**src/sv/cda_pkg.sv**
```systemverilog
package cda_pkg;

   localparam int YEAR_MAX = 9999;
   localparam int YEAR_END = YEAR_MAX + 1;

   localparam logic [13:0] YEAR_LIMIT = 14'(YEAR_MAX);

   // Serial number of the last supported day, YEAR_MAX-12-31.
   localparam logic signed [23:0] SERIAL_TOP = 24'(365 * YEAR_END
      + (YEAR_END + 3) / 4 - (YEAR_END + 99) / 100
      + (YEAR_END + 399) / 400 - (YEAR_END + 3999) / 4000 - 1);

   localparam logic [13:0] RECIP_100 = 14'd5243;

   typedef enum logic [3:0] {
      OP_NONE,
      OP_LOAD,
      OP_SER1,
      OP_SER2,
      OP_ADD,
      OP_TRY,
      OP_DATE,
      OP_DIFF,
      OP_RESULT
   } op_type;

   typedef enum logic [1:0] {
      SRC_Y1,
      SRC_Y2,
      SRC_CAND,
      SRC_YR
   } src_type;

   typedef struct packed {
      op_type  op;
      src_type src;
   } cmd_type;

   typedef struct packed {
      logic req;
      logic add_ok;
      logic bit_zero;
      logic out_free;
   } status_type;

   function automatic logic [8:0] cum_days(input logic [3:0] m, input logic leap);
      logic [8:0] c;
      case (m)
         4'd2:    c = 9'd31;
         4'd3:    c = 9'd59;
         4'd4:    c = 9'd90;
         4'd5:    c = 9'd120;
         4'd6:    c = 9'd151;
         4'd7:    c = 9'd181;
         4'd8:    c = 9'd212;
         4'd9:    c = 9'd243;
         4'd10:   c = 9'd273;
         4'd11:   c = 9'd304;
         4'd12:   c = 9'd334;
         default: c = 9'd0;
      endcase
      return c + {8'd0, (m > 4'd2) && leap};
   endfunction

   function automatic logic [4:0] month_len(input logic [3:0] m, input logic leap);
      logic [4:0] n;
      case (m)
         4'd2:    n = leap ? 5'd29 : 5'd28;
         4'd4:    n = 5'd30;
         4'd6:    n = 5'd30;
         4'd9:    n = 5'd30;
         4'd11:   n = 5'd30;
         default: n = 5'd31;
      endcase
      return n;
   endfunction

endpackage

```
**src/sv/cda_dby.sv**
```systemverilog
module cda_dby (
   input  logic        clock,
   input  logic [13:0] year_in,
   output logic [22:0] dby_out,
   output logic        leap_out
);

   logic [13:0] y_ff;
   logic [7:0]  q_ff;
   logic [26:0] prod;
   logic [13:0] hund;
   logic [6:0]  r;
   logic        rnz;
   logic [7:0]  cc;
   logic [12:0] c4;
   logic [12:0] c400;
   logic [2:0]  c4000;
   logic [12:0] leaps;
   logic        c40;
   logic [22:0] dby_in;
   logic        leap_in;
   logic [22:0] dby_ff;
   logic        leap_ff;

   assign prod = {13'd0, year_in} * {13'd0, cda_pkg::RECIP_100};

   always_ff @(posedge clock) begin
      y_ff    <= year_in;
      q_ff    <= prod[26:19];
      dby_ff  <= dby_in;
      leap_ff <= leap_in;
   end

   always_comb begin
      hund  = {6'd0, q_ff} * 14'd100;
      r     = 7'(y_ff - hund);
      rnz   = (r != 7'd0);
      cc    = q_ff + {7'd0, rnz};
      c4    = 13'({5'd0, q_ff} * 13'd25) + {8'd0, 5'(({1'b0, r} + 8'd3) >> 2)};
      c400  = {5'd0, 8'(({1'b0, cc} + 9'd3) >> 2)};
      c4000 = 3'({2'd0, cc > 8'd0} + {2'd0, cc > 8'd40} + {2'd0, cc > 8'd80}
              + {2'd0, cc > 8'd120} + {2'd0, cc > 8'd160});
      leaps = c4 - {5'd0, cc} + c400 - {10'd0, c4000};
      dby_in = 23'({9'd0, y_ff} * 23'd365) + {10'd0, leaps};
      c40   = (q_ff == 8'd0) || (q_ff == 8'd40) || (q_ff == 8'd80)
              || (q_ff == 8'd120) || (q_ff == 8'd160);
      leap_in = (r[1:0] == 2'd0) && (rnz || (q_ff[1:0] == 2'd0)) && !(!rnz && c40);
   end

   assign dby_out  = dby_ff;
   assign leap_out = leap_ff;

endmodule

```
**src/sv/cda_datapath.sv**
```systemverilog
module cda_datapath (
   input  logic                 clock,
   input  logic                 reset,
   input  cda_pkg::cmd_type     cmd,
   output cda_pkg::status_type  status,
   input  logic                 req_type,
   input  logic [13:0]          date_year,
   input  logic [3:0]           date_month,
   input  logic [4:0]           date_day,
   input  logic signed [22:0]   day_offset,
   input  logic [13:0]          other_year,
   input  logic [3:0]           other_month,
   input  logic [4:0]           other_day,
   output logic                 rsp_valid,
   input  logic                 rsp_stall,
   output logic [13:0]          res_year,
   output logic [3:0]           res_month,
   output logic [4:0]           res_day,
   output logic signed [22:0]   day_difference,
   output logic                 first_valid,
   output logic                 second_valid,
   output logic                 range_error
);

   logic               req_ff;
   logic [13:0]        y1_ff, y2_ff;
   logic [3:0]         m1_ff, m2_ff;
   logic [4:0]         d1_ff, d2_ff;
   logic signed [22:0] off_ff;
   logic [22:0]        ser1_ff, ser2_ff;
   logic signed [23:0] sum_ff;
   logic [13:0]        yr_ff;
   logic [3:0]         bit_ff;
   logic               v1_ff, v2_ff, ok_ff, rerr_ff;
   logic [13:0]        ry_ff;
   logic [3:0]         rm_ff;
   logic [4:0]         rd_ff;
   logic [22:0]        diff_ff;
   logic               rsp_valid_ff;

   logic [13:0]        dby_year;
   logic [22:0]        dby;
   logic               leap;
   logic [13:0]        cand;
   logic               cur_valid;
   logic [22:0]        cur_serial;
   logic [13:0]        cur_y;
   logic [3:0]         cur_m;
   logic [4:0]         cur_d;
   logic signed [23:0] sum_in;
   logic               out_of_range;
   logic [8:0]         rem;
   logic [3:0]         mo;
   logic [8:0]         day_rem;
   logic signed [23:0] dd;

   assign cand = yr_ff | (14'd1 << bit_ff);

   always_comb begin
      case (cmd.src)
         cda_pkg::SRC_Y1:   dby_year = y1_ff;
         cda_pkg::SRC_Y2:   dby_year = y2_ff;
         cda_pkg::SRC_CAND: dby_year = cand;
         default:           dby_year = yr_ff;
      endcase
   end

   cda_dby u_dby (
      .clock    (clock),
      .year_in  (dby_year),
      .dby_out  (dby),
      .leap_out (leap)
   );

   always_comb begin
      cur_y = (cmd.op == cda_pkg::OP_SER2) ? y2_ff : y1_ff;
      cur_m = (cmd.op == cda_pkg::OP_SER2) ? m2_ff : m1_ff;
      cur_d = (cmd.op == cda_pkg::OP_SER2) ? d2_ff : d1_ff;
      cur_valid = (cur_y <= cda_pkg::YEAR_LIMIT) && (cur_m >= 4'd1) && (cur_m <= 4'd12)
                  && (cur_d >= 5'd1) && (cur_d <= cda_pkg::month_len(cur_m, leap));
      cur_serial = dby + {14'd0, cda_pkg::cum_days(cur_m, leap)} + {18'd0, cur_d} - 23'd1;
      sum_in = $signed({1'b0, ser1_ff}) + $signed({off_ff[22], off_ff});
      out_of_range = sum_in[23] || (sum_in > cda_pkg::SERIAL_TOP);
      rem = 9'(sum_ff[22:0] - dby);
      mo = 4'd1;
      for (int k = 2; k <= 12; k++) begin
         if (cda_pkg::cum_days(4'(k), leap) <= rem) begin
            mo = 4'(k);
         end
      end
      day_rem = rem - cda_pkg::cum_days(mo, leap) + 9'd1;
      dd = $signed({1'b0, ser2_ff}) - $signed({1'b0, ser1_ff});
   end

   always_ff @(posedge clock) begin
      case (cmd.op)
         cda_pkg::OP_LOAD: begin
            req_ff  <= req_type;
            y1_ff   <= date_year;
            m1_ff   <= date_month;
            d1_ff   <= date_day;
            off_ff  <= day_offset;
            y2_ff   <= other_year;
            m2_ff   <= other_month;
            d2_ff   <= other_day;
            v2_ff   <= 1'b0;
            ok_ff   <= 1'b0;
            rerr_ff <= 1'b0;
            ry_ff   <= 14'd0;
            rm_ff   <= 4'd0;
            rd_ff   <= 5'd0;
            diff_ff <= 23'd0;
         end
         cda_pkg::OP_SER1: begin
            v1_ff   <= cur_valid;
            ser1_ff <= cur_serial;
         end
         cda_pkg::OP_SER2: begin
            v2_ff   <= cur_valid;
            ser2_ff <= cur_serial;
         end
         cda_pkg::OP_ADD: begin
            sum_ff  <= sum_in;
            ok_ff   <= v1_ff && !out_of_range;
            rerr_ff <= v1_ff && out_of_range;
            yr_ff   <= 14'd0;
            bit_ff  <= 4'd13;
         end
         cda_pkg::OP_TRY: begin
            if ((cand <= cda_pkg::YEAR_LIMIT) && (dby <= sum_ff[22:0])) begin
               yr_ff <= cand;
            end
            bit_ff <= bit_ff - 4'd1;
         end
         cda_pkg::OP_DATE: begin
            ry_ff <= yr_ff;
            rm_ff <= mo;
            rd_ff <= day_rem[4:0];
         end
         cda_pkg::OP_DIFF: begin
            if (v1_ff && v2_ff) begin
               diff_ff <= dd[22:0];
            end
         end
         default: begin
         end
      endcase
   end

   always_ff @(posedge clock) begin
      if (reset) begin
         rsp_valid_ff <= 1'b0;
      end else if (cmd.op == cda_pkg::OP_RESULT) begin
         rsp_valid_ff <= 1'b1;
      end else if (!rsp_stall) begin
         rsp_valid_ff <= 1'b0;
      end
   end

   always_ff @(posedge clock) begin
      if (cmd.op == cda_pkg::OP_RESULT) begin
         res_year       <= ry_ff;
         res_month      <= rm_ff;
         res_day        <= rd_ff;
         day_difference <= diff_ff;
         first_valid    <= v1_ff;
         second_valid   <= v2_ff;
         range_error    <= rerr_ff;
      end
   end

   assign rsp_valid       = rsp_valid_ff;
   assign status.req      = req_ff;
   assign status.add_ok   = ok_ff;
   assign status.bit_zero = (bit_ff == 4'd0);
   assign status.out_free = !rsp_valid_ff || !rsp_stall;

endmodule

```
**src/sv/cda_control.sv**
```systemverilog
module cda_control (
   input  logic                 clock,
   input  logic                 reset,
   input  logic                 req_valid,
   output logic                 req_stall,
   input  cda_pkg::status_type  status,
   output cda_pkg::cmd_type     cmd
);

   typedef enum logic [3:0] {
      ST_IDLE, ST_S1A, ST_S1W, ST_S1C, ST_S2A, ST_S2W, ST_S2C, ST_DIFF,
      ST_ADD, ST_CHK, ST_TA, ST_TW, ST_TC, ST_DA, ST_DW, ST_DC
   } state_type;

   state_type state_ff, state_in;
   logic      fin_ff, fin_in;

   always_comb begin
      state_in = state_ff;
      fin_in   = fin_ff;
      cmd.op   = cda_pkg::OP_NONE;
      cmd.src  = cda_pkg::SRC_Y1;
      if (fin_ff) begin
         if (status.out_free) begin
            cmd.op = cda_pkg::OP_RESULT;
            fin_in = 1'b0;
         end
      end else begin
         case (state_ff)
            ST_IDLE: begin
               if (req_valid) begin
                  cmd.op   = cda_pkg::OP_LOAD;
                  state_in = ST_S1A;
               end
            end
            ST_S1A: state_in = ST_S1W;
            ST_S1W: state_in = ST_S1C;
            ST_S1C: begin
               cmd.op   = cda_pkg::OP_SER1;
               state_in = status.req ? ST_S2A : ST_ADD;
            end
            ST_S2A: begin
               cmd.src  = cda_pkg::SRC_Y2;
               state_in = ST_S2W;
            end
            ST_S2W: begin
               cmd.src  = cda_pkg::SRC_Y2;
               state_in = ST_S2C;
            end
            ST_S2C: begin
               cmd.src  = cda_pkg::SRC_Y2;
               cmd.op   = cda_pkg::OP_SER2;
               state_in = ST_DIFF;
            end
            ST_DIFF: begin
               cmd.op   = cda_pkg::OP_DIFF;
               state_in = ST_IDLE;
               fin_in   = 1'b1;
            end
            ST_ADD: begin
               cmd.op   = cda_pkg::OP_ADD;
               state_in = ST_CHK;
            end
            ST_CHK: begin
               if (status.add_ok) begin
                  state_in = ST_TA;
               end else begin
                  state_in = ST_IDLE;
                  fin_in   = 1'b1;
               end
            end
            ST_TA: begin
               cmd.src  = cda_pkg::SRC_CAND;
               state_in = ST_TW;
            end
            ST_TW: begin
               cmd.src  = cda_pkg::SRC_CAND;
               state_in = ST_TC;
            end
            ST_TC: begin
               cmd.src  = cda_pkg::SRC_CAND;
               cmd.op   = cda_pkg::OP_TRY;
               state_in = status.bit_zero ? ST_DA : ST_TA;
            end
            ST_DA: begin
               cmd.src  = cda_pkg::SRC_YR;
               state_in = ST_DW;
            end
            ST_DW: begin
               cmd.src  = cda_pkg::SRC_YR;
               state_in = ST_DC;
            end
            ST_DC: begin
               cmd.src  = cda_pkg::SRC_YR;
               cmd.op   = cda_pkg::OP_DATE;
               state_in = ST_IDLE;
               fin_in   = 1'b1;
            end
            default: state_in = ST_IDLE;
         endcase
      end
   end

   always_ff @(posedge clock) begin
      if (reset) begin
         state_ff <= ST_IDLE;
         fin_ff   <= 1'b0;
      end else begin
         state_ff <= state_in;
         fin_ff   <= fin_in;
      end
   end

   assign req_stall = fin_ff || (state_ff != ST_IDLE);

endmodule

```
**src/sv/calendar_date_arithmetic.sv**
```systemverilog
// A difference transaction has its result registered after both serial numbers are formed.
// An add transaction runs a 14-step binary year search through the two-stage days-before-year
// unit; an invalid or out-of-range add skips the search.
// One transaction is in work at a time; the next can be accepted in the cycle after the result is
// registered, and the result is registered only once the output is free.
// Synchronous active-high reset returns the controller to idle and drops rsp_valid.
module calendar_date_arithmetic (
   input  logic               clock,
   input  logic               reset,
   input  logic               req_valid,
   output logic               req_stall,
   input  logic               req_type,
   input  logic [13:0]        date_year,
   input  logic [3:0]         date_month,
   input  logic [4:0]         date_day,
   input  logic signed [22:0] day_offset,
   input  logic [13:0]        other_year,
   input  logic [3:0]         other_month,
   input  logic [4:0]         other_day,
   output logic               rsp_valid,
   input  logic               rsp_stall,
   output logic [13:0]        res_year,
   output logic [3:0]         res_month,
   output logic [4:0]         res_day,
   output logic signed [22:0] day_difference,
   output logic               first_valid,
   output logic               second_valid,
   output logic               range_error
);

   cda_pkg::cmd_type    cmd;
   cda_pkg::status_type status;

   cda_control u_control (
      .clock     (clock),
      .reset     (reset),
      .req_valid (req_valid),
      .req_stall (req_stall),
      .status    (status),
      .cmd       (cmd)
   );

   cda_datapath u_datapath (
      .clock          (clock),
      .reset          (reset),
      .cmd            (cmd),
      .status         (status),
      .req_type       (req_type),
      .date_year      (date_year),
      .date_month     (date_month),
      .date_day       (date_day),
      .day_offset     (day_offset),
      .other_year     (other_year),
      .other_month    (other_month),
      .other_day      (other_day),
      .rsp_valid      (rsp_valid),
      .rsp_stall      (rsp_stall),
      .res_year       (res_year),
      .res_month      (res_month),
      .res_day        (res_day),
      .day_difference (day_difference),
      .first_valid    (first_valid),
      .second_valid   (second_valid),
      .range_error    (range_error)
   );

endmodule

```
**config.mk**
```make
export PLATFORM = sky130hd
export DESIGN_NAME = calendar_date_arithmetic
export DESIGN_NICKNAME = d
export VERILOG_FILES = /design/src/sv/cda_pkg.sv /design/src/sv/cda_dby.sv /design/src/sv/cda_datapath.sv /design/src/sv/cda_control.sv /design/src/sv/calendar_date_arithmetic.sv
export SDC_FILE = /design/constraint.sdc
export NUM_CORES = 1
export LEC_CHECK = 0
export BUFFER_PORTS_ARGS = -buffer_cell sky130_fd_sc_hd__buf_2
export CORE_MARGIN = 3
export CORE_UTILIZATION = 40
export DETAILED_ROUTE_END_ITERATION = 10
export PLACE_DENSITY = 0.57
export SKIP_LAST_GASP = 1
export SLEW_MARGIN = 20
export SYNTH_ARGS = -nofsm -noshare
export SYNTH_HDL_FRONTEND = slang
export SYNTH_SLANG_ARGS = --single-unit
```
**constraint.sdc**
```tcl
create_clock -name clock -period 13.34 [get_ports clock]
set_input_delay 4.002 -clock clock [delete_from_list [all_inputs] [get_ports clock]]
set_output_delay 4.002 -clock clock [all_outputs]
set_load 0.01 [all_outputs]
```
## Word level (Yosys, flattened, before mapping)

Memories as Yosys holds them, arrays and structs flattened.
Cells that the tools add are included.

- Output and inout port bits: 51
- Register bits: 308
- Memories: 2
- Input bits: 74
- Bits in read-only memories: 288
- Logic and storage cells: 234

- Equal/unequal tests: 38
- Multiply operators: 4
- Shifts and indexed selects: 1
- $lt $le $gt $ge: 26
- Bitwise logic cells: 2
- Reduce and logical (&&, ||, !) cells: 47
- Muxes and demuxes: 45
- $add $sub $neg: 34

Memories:

| name | words | width | rd ports | clocked after memory_dff | write ports | RTL line | source |
|---|---|---|---|---|---|---|---|
| (name not given) | 16 | 9 | 1 | 0 | 0 | cda_pkg.sv:48 | `case (m)` |
| (name not given) | 16 | 9 | 1 | 0 | 0 | cda_pkg.sv:48 |  |

Operators with widths:

| cell | count |
|---|---|
| $mux 4 | 16 |
| $le 9x9->1 | 7 |
| $pmux 4 s15 | 1 |
| $pmux 14 s2 | 2 |
| $pmux 23 s2 | 1 |
| $eq 4x4->1 const B | 11 |
| $pmux 14 s3 | 1 |
| $eq 4x3->1 const B | 10 |
| $add 8x1->9 const A | 4 |
| $le 14x14->1 const B | 2 |
| $mux 14 | 2 |
| $pmux 4 s7 | 1 |
| $add 9x1->9 const A | 3 |
| $mul 14x13->27 const B | 1 |
| $add 24x23->24 | 1 |
| $gt 24x23->1 const B | 1 |
| $add 23x13->23 | 1 |
| $add 23x5->23 | 1 |
| $add 23x9->23 | 1 |
| $le 23x23->1 | 1 |
| $mul 14x9->23 const B | 1 |
| $mux 23 | 1 |
| $sub 23x1->23 const B | 1 |
| $sub 23x23->23 | 1 |
| other kinds (66) | 125 |

## Depth between registers and ports, before layout

- Depth in word-level cells: 19
- Depth in mapped cells: 48
- Mapped depth without buffers: 48

## Modules after synthesis

A second synthesis with hierarchy kept.

- Cells, all modules: 2371
- Area total of the unflattened synthesis: 25299.3 um^2

Modules (own cells, without submodules):

| module | times used | cells an instance | seq. area each (um^2) | area each (um^2) |
|---|---|---|---|---|
| cda_datapath | 1 | 1330 | 7707.4 | 15253.4 |
| cda_dby | 1 | 985 | 920.9 | 9631.7 |
| cda_control | 1 | 56 | 100.1 | 414.1 |

## Least setup slack after synthesis

OpenSTA, ideal clock, no wires.

- Kind: reg2reg
- Start: register u_datapath.u_dby.q_ff[0]
- End: register u_datapath.u_dby.dby_ff[21], in the netlist u_datapath.u_dby.dby_out[21]
- Library setup time: 0.072 ns
- Data arrival time: 9.560 ns
- Stages on the path, launching flop included: 43
- Clock period less this slack: 9.633 ns
- Slack: 3.707 ns
- Buffers on the path: 0
- Data required time: 13.268 ns
- Cell sequence: dfxtp_1 ha_1 inv_1 fa_1 a21o_1 a21oi_1 xnor2_1 or4_1 ha_1 ha_1 xnor2_1 and2_1 nand2_1 a21oi_1 o21ai_0 fa_1 ha_1 fa_1 [... 7 more ...] o21ai_0 a21boi_0 o21ai_0 a21oi_1 nand2b_1 fa_1 inv_1 ha_1 a21o_1 a21o_1 a21oi_1 a21boi_1 o211ai_1 a41o_1 o41ai_1 o21bai_1 a21oi_1 xnor2_1

- Cells in the longest elaborated chain, start to end: 11
- Elaborated cells on any way between the ends: 21
- Classes of those cells: add/sub: 13; mul: 2; order compare: 5; reduce/logical: 1

Ends and longest elaborated chain:

| element | RTL line | source |
|---|---|---|
| start, declared | cda_dby.sv:9 | `logic [7:0] q_ff;` |
| start signal, assigned | cda_dby.sv:29 | `q_ff <= prod[26:19];` |
| branches (longest 9 deep; another with $add 13x5->13) | -- |  |
| $sub 13x3->13 (*) | cda_dby.sv:43 | `leaps = c4 - {5'd0, cc} + c400 - {10'd0, c4000};` |
| $add 23x13->23 (*) | cda_dby.sv:44 | `dby_in = 23'({9'd0, y_ff} * 23'd365) + {10'd0, leaps};` |
| via u_datapath.u_dby.dby_in[21] | cda_dby.sv:20 | `logic [22:0] dby_in;` |
| end signal, assigned | cda_dby.sv:30 | `dby_ff <= dby_in;` |
| end, declared | cda_dby.sv:22 | `logic [22:0] dby_ff;` |

Mark *: on every way through the listed nets, which the timed path passes.
A chain may end at the register's enable or synchronous reset.

## Worst setup path in the final report

Ends and elaborated chain as after synthesis.

==> out/metrics.cfg <==
[run_status]
run_status = completed

[run]
maxCapViolations = 0

[min_path]
hold-path-endpoint = u_datapath.day_difference[16]
worstHoldPathType = flop to flop
number_of_stages_on_the_worst_hold_path = 0
min-delay-start = u_datapath.diff_ff[16]

[synthesis]
synth_top_cells_by_area = edfxtp_1 (31%), ha_1 (20%), fa_1 (13%)
combinational_family_with_the_most_area_after_synthesis = adder cells
synth-async-reset-ratio = 0
post_synth_fa_ha_maj_area_fraction = 0.322
post_synth.cell_area_avg_um2 = 10.6
area_share_of_the_largest_cell_type_after_synthesis = 0.311
postSynthCellCount = 2338
synth.most_common_cell = inv_1
synth-seq-cells = 308
largest_area_contributor_in_the_synthesized_netlist = edfxtp_1
synth_seq_area_share = 0.353
synth-compound-area-share = 0.113
synth_warnings = 0
synth_enable_flop_cells = 256
synthSimpleGateAreaFrac = 0.0904
synth_nets = 2956
synth.mux.area_fraction = 0.00632
syn-cell-area_mm2 = 0.0247
synth.lib_cells_used.distinct = 82
yosys.area_share.xor_xnor = 0.0467
dominantRegCellSynth = edfxtp_1
cell_types_with_the_highest_counts_after_synthesis = inv_1 (425), ha_1 (389), edfxtp_1 (256)

[layout]
finish.cell_count_without_fillers = 3298
nets = 3110
layout-drive-gt1-share = 0.0910
layout.cell_area.non_filler_mm2 = 0.0276
area_growth_syn_to_layout_pct = 11.7
antenna-diode-count = 0

[critical_path]
cell_family_with_most_cp_delay = adder cells
path_common_cell = fa_1
ff2ff_path_depth = 42
worstReg2RegStart = u_datapath.u_dby.q_ff[0]
worstSetupPathType = flop to flop
critPathSlowestCell = or4_1
end_kind = flop
wp_buf_inv = 4
worst-path-max-fanout = 7
cp_data_arrival_time_ps = 11260
type_of_origin_of_the_critical_path = flop
cp.required_ps = 13820
r2r_slack_ps = 2560
crit_cells = 42
max_stage_delay_ps = 580
worst_r2r_endpoint = u_datapath.u_dby.dby_out[21]

[clock_tree]
cts_hold_repair.buffers = 0
ctsResizeCount = 0
cts_made_buffers = 39
clkSinkCount = 308
root_buffer = clkbuf_16
buffers_inserted_during_post_cts_setup_optimization = 0
htree_levels = 2
cts-root-to-sink-buffers = 3
path_clk_slew_ps = 60
clock_tree_from_tritoncts = done
worst_skew_pair.late_latency_ps = 560

[timing]
summed_negative_setup_slack_over_all_endpoints_ps = 0
timing.final.crit_period_ps = 10780
worst_tran_pin_value_ps = 994
final.hold.worst_slack_ps = 416
finalClockSkew_ps = 19.1
report.final.slew_viol_count = 0
final-hold-violation-count = 0
grt_setup_unrepaired = false
final_min_period_over_clock_period = 0.808
max_freq_ghz = 0.0928
setup_viol_count_final = 0
slew_headroom = 0.337

[place]
dpl_cell_area_mm2 = 0.0263
place_congestion = 0.879
post-place-cells = 3233
hpwlAfterDp_um = 44300
port_buffers = 124

[drt]
detail_route.wl_per_cell_um = 16.6
remaining_drc_errors = 0
num_vias = 16834
first_pass_iters = 5
drt_wl_total_um = 54800
ant_nets = 0
detail_route.vias_per_cell = 5.10
drt-initial-drc-count = 889

[die]
die_width_um = 255
i_o_pin_count = 125
dieHeight_um = 255
area_of_the_placeable_core_mm2 = 0.0608
initial_core_util = 0.407
num_rows = 90
die_area_mm2 = 0.0649

[global_route]
wire_length_of_the_first_global_routing_pass_um = 88500
grt_max_degree = 71
antenna_found_initial = 0
grt_remaining_overflow = 0
grt.total_usage = 0.171
grt_pass1_vias = 17454

## cells by family (layout without fill, tap and decap cells)
logic type	after synthesis	in the layout
AO/OA/AOI/OAI	426	426
AND/OR/NAND/NOR	467	467
multiplexers	12	12
adder cells (fa/ha/maj)	544	544
buffers and inverters	449	627
flip-flops	308	308
XOR/XNOR	132	132
## routing by layer
| metal | track usage | vias to the layer above | share of wire |
|---|---|---|---|
| li1 | - | 8352 | - |
| met1 | 0.229 | 8099 | 0.46 |
| met2 | 0.292 | 319 | 0.48 |
| met3 | 0.0260 | 64 | 0.045 |
| met4 | 0.0424 | 0 | 0.020 |
| met5 | 0 | - | 0 |
## placed cells by master (no fill, tap or decap), types with 6 or more instances in the layout
| cell | n |
|---|---|
| inv_1 | 424 |
| ha_1 | 389 |
| a211oi_1 | 8 |
| and2_1 | 25 |
| o21ai_0 | 83 |
| o22ai_1 | 8 |
| o22a_1 | 6 |
| nand2_1 | 95 |
| a21o_1 | 33 |
| buf_4 | 11 |
| nand2b_1 | 23 |
| xnor2_1 | 93 |
| nor2b_1 | 26 |
| nor3_1 | 38 |
| nand3_1 | 35 |
| o41ai_1 | 6 |
| a21oi_1 | 122 |
| nor2_1 | 156 |
| o211ai_1 | 15 |
| clkbuf_16 | 41 |
| a31oi_1 | 18 |
| o21a_1 | 35 |
| nor4_1 | 8 |
| clkinv_1 | 7 |
| and3_1 | 9 |
| xor2_1 | 39 |
| or2_2 | 8 |
| o21bai_1 | 11 |
| buf_2 | 124 |
| edfxtp_1 | 256 |
| dfxtp_1 | 52 |
| nand4_1 | 15 |
| fa_1 | 155 |
| or3_1 | 7 |
## worst reg2reg max path, delay by kind of cell, from the launching register on
family	cells	cell delay, ps
AND/OR/NAND/NOR	5	1140
flip-flops	1	490
buffers and inverters	4	210
AO/OA/AOI/OAI	17	3560
adder cells (fa/ha/maj)	13	4640
XOR/XNOR	3	700
## stage by stage
stage           util  setup slack (ps)
5_1_grt        0.454              1650
4_1_cts        0.454              2540
6_report       0.454              2560
3_5_place_dp   0.433              2620
3_3_place_gp   0.433              2790
2_1_floorplan      -              3710
## state kept, by name, indices dropped and copies added, names as in the netlist, 8 cells and up
name	count
u_datapath.yr_ff	14
u_datapath.off_ff	23
u_datapath.ry_ff	14
u_datapath.y1_ff	14
u_datapath.diff_ff	23
u_datapath.u_dby.y_ff	14
u_datapath.res_year	14
u_datapath.u_dby.q_ff	8
u_datapath.ser2_ff	23
u_datapath.day_difference	23
u_datapath.y2_ff	14
u_datapath.sum_ff	23
u_datapath.u_dby.dby_out	23
u_datapath.ser1_ff	23
## cell type report
| cell class | count | area, um^2 |
|---|---|---|
| clock inverters | 21 | 255 |
| multi-input cells | 1581 | 14300 |
| fillers | 5678 | 33200 |
| well taps | 782 | 978 |
| flip-flops and latches | 308 | 8730 |
| repair buffers | 135 | 703 |
| inverters | 427 | 1600 |
| clock buffers | 44 | 1040 |
## how the worst max path moves through the flow
stage	startpoint	endpoint	slack, ps
after CTS	u_datapath.u_dby.q_ff[0]	u_datapath.u_dby.dby_out[21]	2540
after global routing	u_datapath.u_dby.q_ff[0]	u_datapath.u_dby.dby_out[21]	1650
after floorplan	u_datapath.u_dby.q_ff[0]	u_datapath.u_dby.dby_out[21]	3710
after global placement	u_datapath.u_dby.q_ff[0]	u_datapath.u_dby.dby_out[21]	2790
after detailed placement	u_datapath.u_dby.q_ff[0]	u_datapath.u_dby.dby_out[21]	2620
final	u_datapath.u_dby.q_ff[0]	u_datapath.u_dby.dby_out[21]	2560
Power is not shown: default switching activity piles up to over one toggle a cycle in this logic, so the estimate is an artifact.
